File: src/slc_pkg.sv
// slc_pkg: shared types, codes and constants of the sorted list engine
// no dependencies; used by the interfaces, the cell, the top level and the checker
package slc_pkg;

  // default number of stored values and the read-out cap
  localparam int CAPACITY_DEF = 16;
  localparam int MAX_RESULTS  = 16;

  // field widths
  localparam int VAL_W    = 32;
  localparam int KIND_W   = 3;
  localparam int STATUS_W = 2;
  localparam int COUNT_W  = 5;

  // command codes
  localparam logic [KIND_W-1:0] KIND_INSERT     = 3'd0;
  localparam logic [KIND_W-1:0] KIND_REMOVE_ONE = 3'd1;
  localparam logic [KIND_W-1:0] KIND_REMOVE_ALL = 3'd2;
  localparam logic [KIND_W-1:0] KIND_CLEAR      = 3'd3;
  localparam logic [KIND_W-1:0] KIND_READOUT    = 3'd4;

  // result status codes
  localparam logic [STATUS_W-1:0] STATUS_OK        = 2'd0;
  localparam logic [STATUS_W-1:0] STATUS_FULL      = 2'd1;
  localparam logic [STATUS_W-1:0] STATUS_NOT_FOUND = 2'd2;

  // sequencer states
  typedef enum logic [1:0] {
    ST_IDLE,
    ST_RMALL,
    ST_EMIT,
    ST_RESTORE
  } slc_state_e;

  // what every cell does in a cycle
  typedef enum logic [1:0] {
    CELL_HOLD,
    CELL_INSERT,
    CELL_REMOVE,
    CELL_ROTATE
  } slc_cell_op_e;

  // broadcast control to the row of cells
  typedef struct packed {
    slc_cell_op_e             op;
    logic signed [VAL_W-1:0]  key;
    logic                     incl;
  } slc_ctrl_t;

  // where a cell sits relative to the fill level
  typedef struct packed {
    logic valid;
    logic tail;
  } slc_pos_t;

  // compare results of one cell against the key
  typedef struct packed {
    logic gt;
    logic ge;
    logic eq;
    logic qual;
  } slc_flags_t;

endpackage

File: src/slc_cmd_if.sv
// slc_cmd_if: command channel, valid/ready handshake with the command payload
// depends on slc_pkg for field widths
interface slc_cmd_if;
  logic                             valid;
  logic                             ready;
  logic [slc_pkg::KIND_W-1:0]       kind;
  logic signed [slc_pkg::VAL_W-1:0] operand_value;
  logic                             include_limit;

  modport source (output valid, kind, operand_value, include_limit, input ready);
  modport sink   (input valid, kind, operand_value, include_limit, output ready);
endinterface

File: src/slc_res_if.sv
// slc_res_if: result channel, valid/ready handshake with the result payload
// depends on slc_pkg for field widths
interface slc_res_if;
  logic                             valid;
  logic                             ready;
  logic [slc_pkg::STATUS_W-1:0]     status;
  logic signed [slc_pkg::VAL_W-1:0] item_value;
  logic                             has_item;
  logic [slc_pkg::COUNT_W-1:0]      entry_count;
  logic                             is_last;

  modport source (output valid, status, item_value, has_item, entry_count, is_last,
                  input ready);
  modport sink   (input valid, status, item_value, has_item, entry_count, is_last,
                  output ready);
endinterface

File: src/sorted_list_engine.sv
// sorted_list_engine: top level, row of slc_cell slots plus the command sequencer
// depends on slc_pkg, slc_cmd_if, slc_res_if and slc_cell
//
// Usage
// - cmd_i carries one command per beat: insert, remove first, remove all, clear,
//   or read out stored values below a limit (or up to it when include_limit), at most MAX_RESULTS.
// - res_o carries results through one output register. Insert, remove first,
//   clear and unused codes give one beat, in the cycle after the command beat; such
//   commands can be taken every cycle while the receiver keeps up.
// - remove all shifts out one match per cycle, then gives its single result beat
//   once no match is left.
// - a read-out rotates the chain one slot per cycle while the receiver keeps up and
//   shows the head slot as a result beat, so values come one per cycle; after the
//   last one the chain keeps rotating until it is back in place. A read-out
//   occupies the block until then; with nothing to show, one empty beat.
// - the sequencer takes a command only when idle and the output register is
//   free or drained in the same cycle; a stalled receiver stops the chain while it shows values.
// - reset empties the store (occupancy zero); slot contents are not cleared and
//   are never read before they are written.
module sorted_list_engine #(
  parameter int CAPACITY = slc_pkg::CAPACITY_DEF
) (
  input logic         clk_i,
  input logic         rst_ni,
  slc_cmd_if.sink     cmd_i,
  slc_res_if.source   res_o
);

  localparam int CW = $clog2(CAPACITY + 1);

  slc_pkg::slc_state_e state_q, state_d;
  logic [CW-1:0]       count_q, count_d;
  logic [CW-1:0]       rot_q, rot_d;
  logic                any_q, any_d;
  logic signed [slc_pkg::VAL_W-1:0] v_q;
  logic                incl_q;

  // result register
  logic                                res_valid_q;
  logic [slc_pkg::STATUS_W-1:0]        res_status_q, res_status_d;
  logic signed [slc_pkg::VAL_W-1:0]    res_value_q, res_value_d;
  logic                                res_has_q, res_has_d;
  logic [slc_pkg::COUNT_W-1:0]         res_count_q, res_count_d;
  logic                                res_last_q, res_last_d;
  logic                                ld_res;

  slc_pkg::slc_ctrl_t                ctrl;
  slc_pkg::slc_cell_op_e             cell_op;
  logic signed [slc_pkg::VAL_W-1:0]  cell_val [CAPACITY];
  slc_pkg::slc_flags_t               flags [CAPACITY];
  logic [CAPACITY-1:0]               eq_vec;
  logic                              found;
  logic                              slot_free;
  logic                              cmd_fire;
  logic                              emit_last;

  assign slot_free = !res_valid_q || res_o.ready;
  assign cmd_i.ready = (state_q == slc_pkg::ST_IDLE) && slot_free;
  assign cmd_fire = cmd_i.valid && cmd_i.ready;
  assign found = |eq_vec;

  // key comes straight from the command when idle, else from the latched command
  always_comb begin
    ctrl.op   = cell_op;
    ctrl.key  = (state_q == slc_pkg::ST_IDLE) ? cmd_i.operand_value : v_q;
    ctrl.incl = (state_q == slc_pkg::ST_IDLE) ? cmd_i.include_limit : incl_q;
  end

  // row of cells
  genvar g;
  for (g = 0; g < CAPACITY; g++) begin : g_cell
    logic signed [slc_pkg::VAL_W-1:0] left_v;
    logic signed [slc_pkg::VAL_W-1:0] right_v;
    logic                             left_gt;
    slc_pkg::slc_pos_t                pos;

    if (g == 0) begin : g_first
      assign left_v  = '0;
      assign left_gt = 1'b0;
    end else begin : g_inner_l
      assign left_v  = cell_val[g-1];
      assign left_gt = flags[g-1].gt;
    end

    if (g == CAPACITY - 1) begin : g_end
      assign right_v = cell_val[g];
    end else begin : g_inner_r
      assign right_v = cell_val[g+1];
    end

    assign pos.valid = CW'(g) < count_q;
    assign pos.tail  = CW'(g + 1) == count_q;
    assign eq_vec[g] = flags[g].eq;

    slc_cell u_cell (
      .clk_i       (clk_i),
      .ctrl_i      (ctrl),
      .pos_i       (pos),
      .left_val_i  (left_v),
      .left_gt_i   (left_gt),
      .right_val_i (right_v),
      .wrap_val_i  (cell_val[0]),
      .val_o       (cell_val[g]),
      .flags_o     (flags[g])
    );
  end

  // read-out ends at the chain end, the first value that misses the limit, or the cap
  assign emit_last = (rot_q + CW'(1) == count_q) || !flags[1].qual ||
                     (int'(rot_q) + 1 == slc_pkg::MAX_RESULTS);

  // next state
  always_comb begin
    state_d = state_q;
    case (state_q)
      slc_pkg::ST_IDLE: begin
        if (cmd_fire) begin
          if (cmd_i.kind == slc_pkg::KIND_REMOVE_ALL) begin
            state_d = slc_pkg::ST_RMALL;
          end else if (cmd_i.kind == slc_pkg::KIND_READOUT) begin
            state_d = flags[0].qual ? slc_pkg::ST_EMIT : slc_pkg::ST_RESTORE;
          end
        end
      end
      slc_pkg::ST_RMALL: begin
        if (!found && slot_free) begin
          state_d = slc_pkg::ST_IDLE;
        end
      end
      slc_pkg::ST_EMIT: begin
        if (slot_free && emit_last) begin
          state_d = slc_pkg::ST_RESTORE;
        end
      end
      slc_pkg::ST_RESTORE: begin
        if (rot_q == count_q) begin
          state_d = slc_pkg::ST_IDLE;
        end
      end
      default: state_d = slc_pkg::ST_IDLE;
    endcase
  end

  // datapath control and result loading
  always_comb begin
    cell_op      = slc_pkg::CELL_HOLD;
    count_d      = count_q;
    rot_d        = rot_q;
    any_d        = any_q;
    ld_res       = 1'b0;
    res_status_d = slc_pkg::STATUS_OK;
    res_value_d  = '0;
    res_has_d    = 1'b0;
    res_last_d   = 1'b1;
    case (state_q)
      slc_pkg::ST_IDLE: begin
        if (cmd_fire) begin
          case (cmd_i.kind)
            slc_pkg::KIND_INSERT: begin
              ld_res = 1'b1;
              if (count_q == CW'(CAPACITY)) begin
                res_status_d = slc_pkg::STATUS_FULL;
              end else begin
                cell_op = slc_pkg::CELL_INSERT;
                count_d = count_q + CW'(1);
              end
            end
            slc_pkg::KIND_REMOVE_ONE: begin
              ld_res = 1'b1;
              if (found) begin
                cell_op = slc_pkg::CELL_REMOVE;
                count_d = count_q - CW'(1);
              end else begin
                res_status_d = slc_pkg::STATUS_NOT_FOUND;
              end
            end
            slc_pkg::KIND_REMOVE_ALL: begin
              any_d = 1'b0;
            end
            slc_pkg::KIND_CLEAR: begin
              ld_res  = 1'b1;
              count_d = '0;
            end
            slc_pkg::KIND_READOUT: begin
              rot_d  = '0;
              ld_res = !flags[0].qual;
            end
            default: ld_res = 1'b1;
          endcase
        end
      end
      slc_pkg::ST_RMALL: begin
        if (found) begin
          cell_op = slc_pkg::CELL_REMOVE;
          count_d = count_q - CW'(1);
          any_d   = 1'b1;
        end else if (slot_free) begin
          ld_res       = 1'b1;
          res_status_d = any_q ? slc_pkg::STATUS_OK : slc_pkg::STATUS_NOT_FOUND;
        end
      end
      slc_pkg::ST_EMIT: begin
        if (slot_free) begin
          ld_res      = 1'b1;
          res_value_d = cell_val[0];
          res_has_d   = 1'b1;
          res_last_d  = emit_last;
          cell_op     = slc_pkg::CELL_ROTATE;
          rot_d       = rot_q + CW'(1);
        end
      end
      slc_pkg::ST_RESTORE: begin
        if (rot_q != count_q) begin
          cell_op = slc_pkg::CELL_ROTATE;
          rot_d   = rot_q + CW'(1);
        end
      end
      default: cell_op = slc_pkg::CELL_HOLD;
    endcase
    res_count_d = slc_pkg::COUNT_W'(count_d);
  end

  // control registers
  always_ff @(posedge clk_i or negedge rst_ni) begin
    if (!rst_ni) begin
      state_q     <= slc_pkg::ST_IDLE;
      count_q     <= '0;
      rot_q       <= '0;
      any_q       <= 1'b0;
      res_valid_q <= 1'b0;
    end else begin
      state_q <= state_d;
      count_q <= count_d;
      rot_q   <= rot_d;
      any_q   <= any_d;
      if (ld_res) begin
        res_valid_q <= 1'b1;
      end else if (res_o.ready) begin
        res_valid_q <= 1'b0;
      end
    end
  end

  // latched command and result payload
  always_ff @(posedge clk_i) begin
    if (cmd_fire) begin
      v_q    <= cmd_i.operand_value;
      incl_q <= cmd_i.include_limit;
    end
    if (ld_res) begin
      res_status_q <= res_status_d;
      res_value_q  <= res_value_d;
      res_has_q    <= res_has_d;
      res_count_q  <= res_count_d;
      res_last_q   <= res_last_d;
    end
  end

  assign res_o.valid       = res_valid_q;
  assign res_o.status      = res_status_q;
  assign res_o.item_value  = res_value_q;
  assign res_o.has_item    = res_has_q;
  assign res_o.entry_count = res_count_q;
  assign res_o.is_last     = res_last_q;

endmodule

File: src/slc_cell.sv
// slc_cell: one slot of the sorted chain, holds a value and compares it to the key
// depends on slc_pkg for the control, position and flag types
module slc_cell (
  input  logic                             clk_i,
  input  slc_pkg::slc_ctrl_t               ctrl_i,
  input  slc_pkg::slc_pos_t                pos_i,
  input  logic signed [slc_pkg::VAL_W-1:0] left_val_i,
  input  logic                             left_gt_i,
  input  logic signed [slc_pkg::VAL_W-1:0] right_val_i,
  input  logic signed [slc_pkg::VAL_W-1:0] wrap_val_i,
  output logic signed [slc_pkg::VAL_W-1:0] val_o,
  output slc_pkg::slc_flags_t              flags_o
);

  logic signed [slc_pkg::VAL_W-1:0] val_q, val_d;

  // compares against the broadcast key
  always_comb begin
    flags_o.gt   = pos_i.valid && (val_q > ctrl_i.key);
    flags_o.ge   = pos_i.valid && (val_q >= ctrl_i.key);
    flags_o.eq   = pos_i.valid && (val_q == ctrl_i.key);
    flags_o.qual = pos_i.valid && ((val_q < ctrl_i.key) ||
                                   (ctrl_i.incl && (val_q == ctrl_i.key)));
  end

  // next value from own slot, a neighbor, the key or the wrapped head value
  always_comb begin
    val_d = val_q;
    case (ctrl_i.op)
      slc_pkg::CELL_INSERT: begin
        if (left_gt_i) begin
          val_d = left_val_i;
        end else if (flags_o.gt || !pos_i.valid) begin
          val_d = ctrl_i.key;
        end
      end
      slc_pkg::CELL_REMOVE: begin
        if (flags_o.ge) begin
          val_d = right_val_i;
        end
      end
      slc_pkg::CELL_ROTATE: begin
        if (pos_i.valid) begin
          val_d = pos_i.tail ? wrap_val_i : right_val_i;
        end
      end
      default: val_d = val_q;
    endcase
  end

  // slot storage
  always_ff @(posedge clk_i) begin
    val_q <= val_d;
  end

  assign val_o = val_q;

endmodule

File: src/flat_wrapper.sv
// flat-port wrapper written by rule: the top's interface ports become plain ports
module sorted_list_engine_flat 
#(
  parameter int CAPACITY = slc_pkg::CAPACITY_DEF
)
  (clk_i, rst_ni, cmd_i_valid, cmd_i_kind, cmd_i_operand_value, cmd_i_include_limit, cmd_i_ready, res_o_valid, res_o_status, res_o_item_value, res_o_has_item, res_o_entry_count, res_o_is_last, res_o_ready);
  slc_cmd_if cmd_i_i ();
  slc_res_if res_o_i ();
  input logic clk_i;
  input logic rst_ni;
  input wire logic [$bits(cmd_i_i.valid)-1:0] cmd_i_valid;
  input wire logic [$bits(cmd_i_i.kind)-1:0] cmd_i_kind;
  input wire logic [$bits(cmd_i_i.operand_value)-1:0] cmd_i_operand_value;
  input wire logic [$bits(cmd_i_i.include_limit)-1:0] cmd_i_include_limit;
  output wire logic [$bits(cmd_i_i.ready)-1:0] cmd_i_ready;
  output wire logic [$bits(res_o_i.valid)-1:0] res_o_valid;
  output wire logic [$bits(res_o_i.status)-1:0] res_o_status;
  output wire logic [$bits(res_o_i.item_value)-1:0] res_o_item_value;
  output wire logic [$bits(res_o_i.has_item)-1:0] res_o_has_item;
  output wire logic [$bits(res_o_i.entry_count)-1:0] res_o_entry_count;
  output wire logic [$bits(res_o_i.is_last)-1:0] res_o_is_last;
  input wire logic [$bits(res_o_i.ready)-1:0] res_o_ready;
  assign cmd_i_i.valid = cmd_i_valid;
  assign cmd_i_i.kind = cmd_i_kind;
  assign cmd_i_i.operand_value = cmd_i_operand_value;
  assign cmd_i_i.include_limit = cmd_i_include_limit;
  assign cmd_i_ready = cmd_i_i.ready;
  assign res_o_valid = res_o_i.valid;
  assign res_o_status = res_o_i.status;
  assign res_o_item_value = res_o_i.item_value;
  assign res_o_has_item = res_o_i.has_item;
  assign res_o_entry_count = res_o_i.entry_count;
  assign res_o_is_last = res_o_i.is_last;
  assign res_o_i.ready = res_o_ready;
  sorted_list_engine #(.CAPACITY(CAPACITY)) u_core (.clk_i(clk_i), .rst_ni(rst_ni), .cmd_i(cmd_i_i), .res_o(res_o_i));
endmodule
File: config.mk
export PLATFORM = sky130hd
export DESIGN_NAME = sorted_list_engine_flat
export DESIGN_NICKNAME = d
export VERILOG_FILES = /design/src/slc_pkg.sv /design/src/slc_cmd_if.sv /design/src/slc_res_if.sv /design/src/sorted_list_engine.sv /design/src/slc_cell.sv /design/src/flat_wrapper.sv
export SDC_FILE = /design/constraint.sdc
export NUM_CORES = 2
export LEC_CHECK = 0
export ABC_AREA = 1
export BUFFER_PORTS_ARGS = -buffer_cell sky130_fd_sc_hd__buf_2
export CAP_MARGIN = 20
export CELL_PAD_IN_SITES_DETAIL_PLACEMENT = 1
export CELL_PAD_IN_SITES_GLOBAL_PLACEMENT = 1
export CORE_MARGIN = 8
export CORE_UTILIZATION = 40
export CTS_CLUSTER_SIZE = 25
export DETAILED_ROUTE_END_ITERATION = 12
export GPL_TIMING_DRIVEN = 1
export PLACE_DENSITY = 0.78
export SETUP_SLACK_MARGIN = 0.15
export SLEW_MARGIN = 20
export SYNTH_ARGS = -nofsm -noshare
export SYNTH_HDL_FRONTEND = slang
export SYNTH_SLANG_ARGS = --single-unit
File: constraint.sdc
create_clock -name clk_i -period 10.1 [get_ports clk_i]
set_clock_uncertainty 0.05 [all_clocks]
set_input_delay 2.02 -clock clk_i [delete_from_list [all_inputs] [get_ports clk_i]]
set_output_delay 2.02 -clock clk_i [all_outputs]
set_load 0.01 [all_outputs]
==> results_dict.tcl <==
set metrics [dict create \
    yosysSeqAreaShare 0.330 \
    clk_pin_slew_worst_paths_ns 0.07 \
    outcome "completed" \
    first_global_vias 61000 \
    via_per_inst 6.54 \
    cts_max_level 3 \
    ys_ff_latch 600 \
    die_h_microns 385 \
    fmax_mhz 130 \
    tns_ns 0 \
    netlist_area_sq_um 54300 \
    globalplace.congestion 0.965 \
    ys_warn_count 0 \
    cts_buffers 78 \
    synth.avg_cell_area_sq_um 7.08 \
    layout-drive-gt1-share 0.0655 \
    cts_sinks 600 \
    yosysTopAreaCell "edfxtp_1" \
    grt_remaining_overflow 0 \
    period_needed_ns 7.68 \
    num-fill-cells 17100 \
    layout_common_cells "nand2_1, nand3_1, nand4_1, edfxtp_1, inv_1" \
    drtAntennaViolNets 0 \
    antenna_found_initial 1 \
    drt_iter0_markers 7047 \
    cpPeakStageDelay_ns 0.62 \
    worst_pin_slew_ns 1.19 \
    worst-path-max-fanout 149 \
    multi_input_area_sq_um 31900 \
    final-setup-viol-count 0 \
    path_class "reg2reg" \
    cts_setup_buffers 0 \
    max_cap_violations 0 \
    syn-instance-count 7678 \
    relSlewSlack 0.205 \
    fp.coreArea_sq_um 135000 \
    nets 7943 \
    critPathLaunchType "flop" \
    synthToLayoutAreaGrowth_pct 8.35 \
    grt_pass1_wl_mm 385 \
    wirelength_mm 258 \
    hold_depth 2 \
    io_pins 83 \
    cp.arrival_ns 8.07 \
    num_vias 60900 \
    cts_tree "yes" \
    grt_max_degree 150 \
    slowest_stage "nor2_4" \
    start_util 0.402 \
    synth.area.top_cells "edfxtp_1, nand2_1, ha_1" \
    clk_latency_ns 0.72 \
    cts-root-buf "clkbuf_16" \
    port_buffers 82 \
    seq_area_sq_um 17900 \
    dieArea_sq_um 148000 \
    final_common_cell "nand2_1" \
    die_w_microns 385 \
    ys.flop_type "edfxtp_1" \
    yosysTopAreaCellShare 0.324 \
    firstDrtPassIters 6 \
    required_ns 10.48 \
    cpMostUsedCell "nand2_1" \
    async_reset_ff_frac 0.0233 \
    synth_enable_flop_cells 586 \
    synth_cell_types 49 \
    cts_max_path_buffers 3 \
    postCtsHoldBufs 0 \
    dpl.hpwl_mm 183 \
    ctsResizeCount 0 \
    r2r_slack_ns 2.42 \
    rows 135 \
    rsz0062_at_grt "no" \
    hold_viol_final 0 \
    finalMaxSlewViolations 0 \
    crit_chain "nor2_4 > buf_4 > nand2_1 > o21ai_1 > buf_4 > clkinv_1 > ha_1 > nand2_1 > nor3_1 > nand2_1 > nor2_1 > inv_1 > nor2_1 > nand3_1 > nand2_1 > nand2_1 > nand3_2 > o21ai_2 > nand2_8 > nand2_8 > buf_4 > buf_12 > nand3_1 > nand3_1" \
    grtUsageTotal 0.337 \
    endpoint_kind "flop" \
    hold_path.class "reg2reg" \
    ff2ff_path_depth 24 \
    drc 0 \
    wl_per_cell_microns 27.7 \
    syn-num-nets 8156 \
    finalCritPeriodShare 0.761 \
]
## Yosys cell counts, drive strengths merged (7+ instances only)
| master | instances |
|---|---|
| a211oi | 23 |
| a21boi | 8 |
| a21oi | 270 |
| a31oi | 32 |
| buf | 154 |
| clkbuf | 415 |
| clkinv | 7 |
| dfrtp | 14 |
| edfxtp | 586 |
| ha | 438 |
| inv | 592 |
| nand2 | 2344 |
| nand3 | 975 |
| nand3b | 18 |
| nand4 | 646 |
| nor2 | 336 |
| nor3 | 21 |
| nor4 | 9 |
| o211a | 7 |
| o211ai | 316 |
| o21ai | 371 |
| or2 | 44 |
| xor2 | 9 |
## sequential cells by signal (all words and copies together), names as in the netlist
register and cells:
u_core.any_q 1, u_core.res_o.item_value 32, u_core.rot_q 5, u_core.incl_q 1, u_core.res_o.has_item 1, u_core.res_o.entry_count 5
u_core.v_q 32, u_core.state_q 2, u_core.res_o.status 2, u_core.count_q 5, u_core.res_o.is_last 1, u_core.g_cell.u_cell.val_o 512
u_core.res_o.valid 1
## per-layer routing
layer  global-route usage  up-vias  wire length, microns
li1                     -    26500                     -
met1                0.437    30200                104000
met2                0.527     3347                114000
met3               0.0572      841                 22700
met4                0.197        0                 17700
met5                    0        -                     0
## cells by family (layout without fill, tap and decap cells)
group | Yosys count | count (layout) | share of synthesized area
AND/OR/NAND/NOR | 4409 | 4409 | 0.363
buffers and inverters | 1168 | 1018 | 0.0883
AO/OA/AOI/OAI | 1049 | 1049 | 0.115
flip-flops | 600 | 600 | 0.330
adder cells (fa/ha/maj) | 438 | 438 | 0.101
XOR/XNOR | 13 | 13 | 0.00210
multiplexers | 1 | 1 | 0.000184
other | 0 | 3 | 0
## critical path: cells and delay by family (launching register included)
kind | cells | cell delay (ns)
buffers and inverters | 6 | 1.88
adder cells (fa/ha/maj) | 1 | 0.59
AND/OR/NAND/NOR | 15 | 3.72
AO/OA/AOI/OAI | 2 | 0.26
flip-flops | 1 | 0.48
## cell type report
| cell class | instances | area share |
|---|---|---|
| sequential | 600 | 0.305 |
| timing repair buffer | 276 | 0.0345 |
| clock inverter | 46 | 0.00703 |
| clock buffer | 97 | 0.0358 |
| antenna | 3 | 0.000128 |
| multi-input combinational | 5910 | 0.542 |
| tap | 1781 | 0.0378 |
| inverter | 599 | 0.0383 |
## path summary, 6_finish.rpt
kind                                                                to                           from
min in group asynchronous                  u_core.count_q[3]$_DFF_PN0_                         rst_ni
min                                           u_core.any_q$_DFFE_PN0P_       u_core.any_q$_DFFE_PN0P_
max reg2reg                u_core.g_cell[1].u_cell.val_o[29]$_DFFE_PP_  u_core.state_q[1]$_DFFE_PN0P_
max                        u_core.g_cell[1].u_cell.val_o[29]$_DFFE_PP_  u_core.state_q[1]$_DFFE_PN0P_
min reg2reg                                   u_core.any_q$_DFFE_PN0P_       u_core.any_q$_DFFE_PN0P_
max in group asynchronous                  u_core.count_q[4]$_DFF_PN0_                         rst_ni
## metrics by stage
stage,instance area [sq um],instances,hold slack (ns),setup slack (ns),util
after floorplan,54300,7678,0.419,2.27,-
after global placement,56300,9164,0.485,2.18,0.417
after detailed placement,56300,9164,0.478,2.11,0.417
after CTS,58800,9307,0.497,2.73,0.435
after global routing,58900,9309,0.563,2.29,0.436
final,58900,9312,0.502,2.42,0.436
Power is not shown: default switching activity piles up to over one toggle a cycle in this logic, so the estimate is an artifact.
